$ cat config.mk
export PLATFORM = sky130hd
export DESIGN_NAME = crc8fc_out_stage
export DESIGN_NICKNAME = d
export VERILOG_FILES = /design/src/rtl/crc8fc_pkg.sv /design/src/rtl/crc8fc_out_stage.sv
export SDC_FILE = /design/constraint.sdc
export NUM_CORES = 1
export LEC_CHECK = 0
export ABC_AREA = 1
export BUFFER_PORTS_ARGS = -buffer_cell sky130_fd_sc_hd__buf_2
export CORE_ASPECT_RATIO = 0.9
export CORE_MARGIN = 2
export CORE_UTILIZATION = 30
export DETAILED_ROUTE_END_ITERATION = 12
export GPL_ROUTABILITY_DRIVEN = 0
export MAX_ROUTING_LAYER = met4
export PLACE_DENSITY_LB_ADDON = 0.1
export RECOVER_POWER = 50
export SLEW_MARGIN = 40
export SYNTH_ARGS = -nofsm -noshare
export SYNTH_HDL_FRONTEND = slang
export SYNTH_SLANG_ARGS = --single-unit
$ cat constraint.sdc
create_clock -name clk -period 5.1 [get_ports clk]
set_input_delay 0 -clock clk [delete_from_list [all_inputs] [get_ports clk]]
set_output_delay 0 -clock clk [all_outputs]
set_load 0.05 [all_outputs]
$ cat src/rtl/crc8fc_pkg.sv
`timescale 1ns / 1ps
`default_nettype none
// ----------------------------------------------------------------------------
// crc8fc_pkg
// Shared types, codes and the CRC-8 (poly 0x31) byte update.
// ----------------------------------------------------------------------------
package crc8fc_pkg;

  localparam logic [7:0] CRC_POLY = 8'h31;
  localparam logic [7:0] CRC_MSB  = 8'h80;

  localparam logic       KIND_PAYLOAD = 1'b0;
  localparam logic       KIND_STATUS  = 1'b1;

  localparam logic [1:0] ST_OK      = 2'd0;
  localparam logic [1:0] ST_CRC_ERR = 2'd1;
  localparam logic [1:0] ST_LEN_ERR = 2'd2;

  localparam logic [7:0] CFG_START_BYTE  = 8'd0;
  localparam logic [7:0] CFG_MAX_PAYLOAD = 8'd1;

  typedef struct packed {
    logic       kind;
    logic [7:0] cmd_code;
    logic [7:0] frame_len;
    logic [7:0] byte_index;
    logic [7:0] data_byte;
    logic [1:0] status;
  } res_t;

  function automatic logic [7:0] crc8_next(input logic [7:0] crc, input logic [7:0] b);
    logic [7:0] c;
    c = crc ^ b;
    for (int k = 0; k < 8; k++) begin
      if ((c & CRC_MSB) != 8'd0) begin
        c = {c[6:0], 1'b0} ^ CRC_POLY;
      end else begin
        c = {c[6:0], 1'b0};
      end
    end
    return c;
  endfunction

endpackage
`default_nettype wire

$ cat src/rtl/crc8fc_out_stage.sv
`timescale 1ns / 1ps
`default_nettype none
// ----------------------------------------------------------------------------
// crc8fc_out_stage
// Output register with one skid entry; full flag throttles the input side.
// ----------------------------------------------------------------------------
module crc8fc_out_stage
  import crc8fc_pkg::*;
(
  input  wire  clk,
  input  wire  rst_n,
  input  wire  push,
  input  res_t push_res,
  output logic full,
  output logic out_valid,
  input  wire  out_stall,
  output res_t out_res
);

  logic main_vld_r;
  logic skid_vld_r;
  res_t main_r;
  res_t skid_r;
  logic pop;

  assign pop       = main_vld_r & ~out_stall;
  assign full      = skid_vld_r;
  assign out_valid = main_vld_r;
  assign out_res   = main_r;

  always_ff @(posedge clk) begin
    if (!rst_n) begin
      main_vld_r <= 1'b0;
      skid_vld_r <= 1'b0;
    end else if (!main_vld_r || pop) begin
      main_vld_r <= skid_vld_r | push;
      skid_vld_r <= 1'b0;
    end else if (push) begin
      skid_vld_r <= 1'b1;
    end
  end

  always_ff @(posedge clk) begin
    if (!main_vld_r || pop) begin
      main_r <= skid_vld_r ? skid_r : push_res;
    end else if (push) begin
      skid_r <= push_res;
    end
  end

endmodule
`default_nettype wire
Yosys cells after proc, flatten, opt, wreduce, memory -nomap -nowiden
Index checks and enable logic that the tools add are counted.

operators by class
  mux-type cells = 1
  bitwise gates (word level) = 5
  reduce and logical (&&, ||, !) cells = 4

operators by type and width
  cell                 number
  35-bit 2-to-1 mux    1
  1-bit inverter       3
  2-bit AND reduction  1
  2-bit OR reduction   1
  1-bit AND            1
  1-bit logical NOT    1
  1-bit logical OR     1
  1-bit bitwise OR     1

storage, ports and cells
  input port bits = 39
  logic and storage cells = 24
  register bits = 72

Longest topological paths before layout
  depth after elaboration = 5
  mapped depth = 4
  mapped depth without buffers = 2

Worst setup path before layout
No wires, ideal clock.

  path kind = register to register
  start point = register main_vld_r (netlist: out_valid)
  end point = register skid_r[0] in the netlist's numbering (enable)
  setup slack = 1.499 ns
  library setup time = 0.427 ns
  cell stages (with the launch flop) = 3
  data arrival time = 3.174 ns
  clock period less this slack = 3.601 ns
  cells stage by stage = dfxtp_1 -> nand2_1 -> nor2_1

between the ends
  cells in the longest elaborated chain, start to end = 4

ends and longest elaborated chain
  what                                                   RTL line                                        text
  from (decl)                                            crc8fc_out_stage.sv:20                          logic main_vld_r;
  from (signal assigned)                                 crc8fc_out_stage.sv:36                          main_vld_r <= skid_vld_r | push;
  1-bit AND / 1-bit logical NOT (equally long branches)  crc8fc_out_stage.sv:26, crc8fc_out_stage.sv:44
  1-bit logical OR *                                     crc8fc_out_stage.sv:44                          if (!main_vld_r || pop) begin
  1-bit inverter (no source line) *                      -
  2-bit AND reduction (no source line) *                 -
  to (signal assigned)                                   crc8fc_out_stage.sv:47                          skid_r <= push_res;
  to (decl)                                              crc8fc_out_stage.sv:23                          res_t skid_r;

Mark *: on every way between the ends. The rest lies on a longest branch, timed or not.
A chain may end at the register's enable or synchronous reset.

Worst setup path after layout
  start point = register main_vld_r (netlist: out_valid)
  end point = register skid_r[8] in the netlist's numbering (enable)

The elaborated chain is that of the path after synthesis.

==> reports/metrics.cfg <==
[job]
maxCapViolations = 1

[placement]
io_buffers = 75
post_dp_cell_area_sq_um = 3366
dp_hpwl_um = 3343

[cells_and_area]
nets = 353
fill_cells = 916
final_cell_area_sq_um = 3835
antenna_cells = 0
areaGrowthSynthToFinish_pct = 34.55
drive_gt1_frac = 0.1787

[detailed_routing]
final_antenna_net_count = 0
drt_first_pass_iters = 4
drt_iter0_markers = 38
vias = 1729
drt_wl_total_um = 5387
drc = 0
vias_per_cell = 3.921
drt-wirelength-per-cell_um = 12.22

[cts]
cts.sinks = 72
cts_made_buffers = 9
clk_latency_ps = 330
tritoncts = done
post_cts_buffers = 0
clock_tree.buffer_depth = 2
cts_htree_levels = 3
clk_pin_slew_ps = 80
cts-root-buf = clkbuf_8

[global_routing]
antenna_found_initial = 0
grtUsageMet3 = 0.03957
grt_max_degree = 41
gr-total-overflow = 0
grt_pass1_wl_um = 8583
top_usage_layer = met2
grtUsageMet1 = 0.1455
grt_use_total = 0.1156
met2_usage = 0.1757
grt_pass1_vias = 1771

[floorplan]
dieWidth_um = 106.7
core-area_sq_um = 9166
die_h_um = 96.47
die_area_sq_um = 10300
ios = 76
initial_core_util = 0.3109
rows = 33

[run_status]
violations = capacitance limit, slew limit
outcome = complete, but fails checks

[logic_synthesis]
ys_warn_count = 0
synth_area_sq_um = 2850
syn_area_per_cell_sq_um = 14.77
netlist_instances = 193
ys_ff_latch = 72
ys_seq_area_frac = 0.7515
synth_cell_types = 11
syn_nets = 232

[setup_path]
cp-end-kind = flop
crit_required_ps = 5150
start_kind = flop
critPathKind = flop to flop
crit_fanout = 36
crit_arrival_ps = 2770

[sta]
worst_pin_slew_ps = 1649
period_share = 0.5330
hold_viol = 0
clock_skew_ps = 6.361
period_minus_slack_ps = 2718
tns_ps = 0
fmax_mhz = 367.9
rsz0062_at_grt = false
slew_viol_final = 37
setup_viol = 0
relSlewSlack = -0.1022

[worst_hold_path]
worstHoldPathType = primary input to flop

[power_and_ir_drop]
powerDensity_nw_per_um2 = 356.6
leakagePower_uw = 0.001434
vdd_drop_max_v = 0.0001348

## critical path, stage by stage (launching register included)
cell	delay (ps)
dfxtp_1	370
nand2_1	940
nor2_4	740
buf_8	220
buf_16	160
## cell usage after synthesis
library cell,number,area (sq um)
o21ai_2,35,306.5
nand2_1,32,120.1
nand3_1,1,5.000
nand2_2,5,31.28
edfxtp_1,70,2102
nor2_1,3,11.26
dfxtp_1,2,40.04
inv_1,36,135.1
o21ai_0,1,5.000
buf_8,1,15.01
buf_6,7,78.83
## metrics by stage
| stage | worst slack [ps] | hold slack (ps) | cells | total power, uW | util |
|---|---|---|---|---|---|
| 2_1_floorplan | 1499 | 98.87 | 193 | 835.1 | - |
| 3_3_place_gp | 2726 | 193.2 | 382 | 882.5 | 0.3598 |
| 3_5_place_dp | 3253 | 192.0 | 385 | 886.7 | 0.3672 |
| 4_1_cts | 3060 | 358.2 | 441 | 1402 | 0.4339 |
| 5_1_grt | 2062 | 372.9 | 441 | 1425 | 0.4184 |
| 6_report | 2382 | 376.2 | 441 | 1368 | 0.4184 |
## logic make-up (layout without fill, tap and decap cells)
family                 count (synthesis)  in the layout  synth area share
AOI/OAI and AO/OA                     36             36            0.1093
DFF                                   72             72            0.7515
and+or+nand+nor                       41             41           0.05882
buffers and inverters                 44            170           0.08033
## routing by layer
metal	share of wire	vias up
li1	-	893
met1	0.47	778
met2	0.47	51
met3	0.048	7
met4	0.012	0
met5	0	-
## cell type report
type	instances	area [sq um]	area share
Clock inverter	6	83.83	0.02186
Multi-Input combinational cell	77	434.2	0.1132
Tap cell	122	152.6	0.03980
Clock buffer	10	127.6	0.03328
Timing Repair Buffer	118	759.5	0.1980
Sequential cell	72	2142	0.5586
Inverter	36	135.1	0.03524
## cells in the final DEF (no fill, tap or decap), types with 3 or more instances in the layout
master / instances
clkbuf_8: 9
dlygate4sd3_1: 40
clkbuf_1: 64
nand2_2: 5
inv_1: 36
buf_2: 10
o21ai_2: 21
nand2_1: 32
clkinv_2: 3
o21ai_0: 15
edfxtp_1: 70
## flip-flops by register name, indices dropped and copies added (netlist names)
name,flops
full,1
out_valid,1
skid_r,35
out_res,35
## repair_timing
action | in CTS | in global routing
endpoints found under the hold margin | 69 | 0
hold buffers | 40 | 0
gates resized for setup | 0 | 0
## path summary, 6_finish.rpt
check / startpoint / to / slack (ps) / cells past startpoint
max reg2reg: out_valid / skid_r[8] / 2380 / 4
min reg2reg: skid_r[8] / out_res[8] / 530 / 2
min: push_res[2] / skid_r[2] / 380 / 2
max: out_valid / skid_r[8] / 2380 / 4
## power breakdown
| group | internal (uW) | switching (uW) | total [uW] |
|---|---|---|---|
| clock network | 274 | 212 | 486 |
| logic | 50.2 | 133 | 183 |
| registers | 687 | 11.8 | 699 |
No activity file was read; power rests on OpenSTA's default activity.
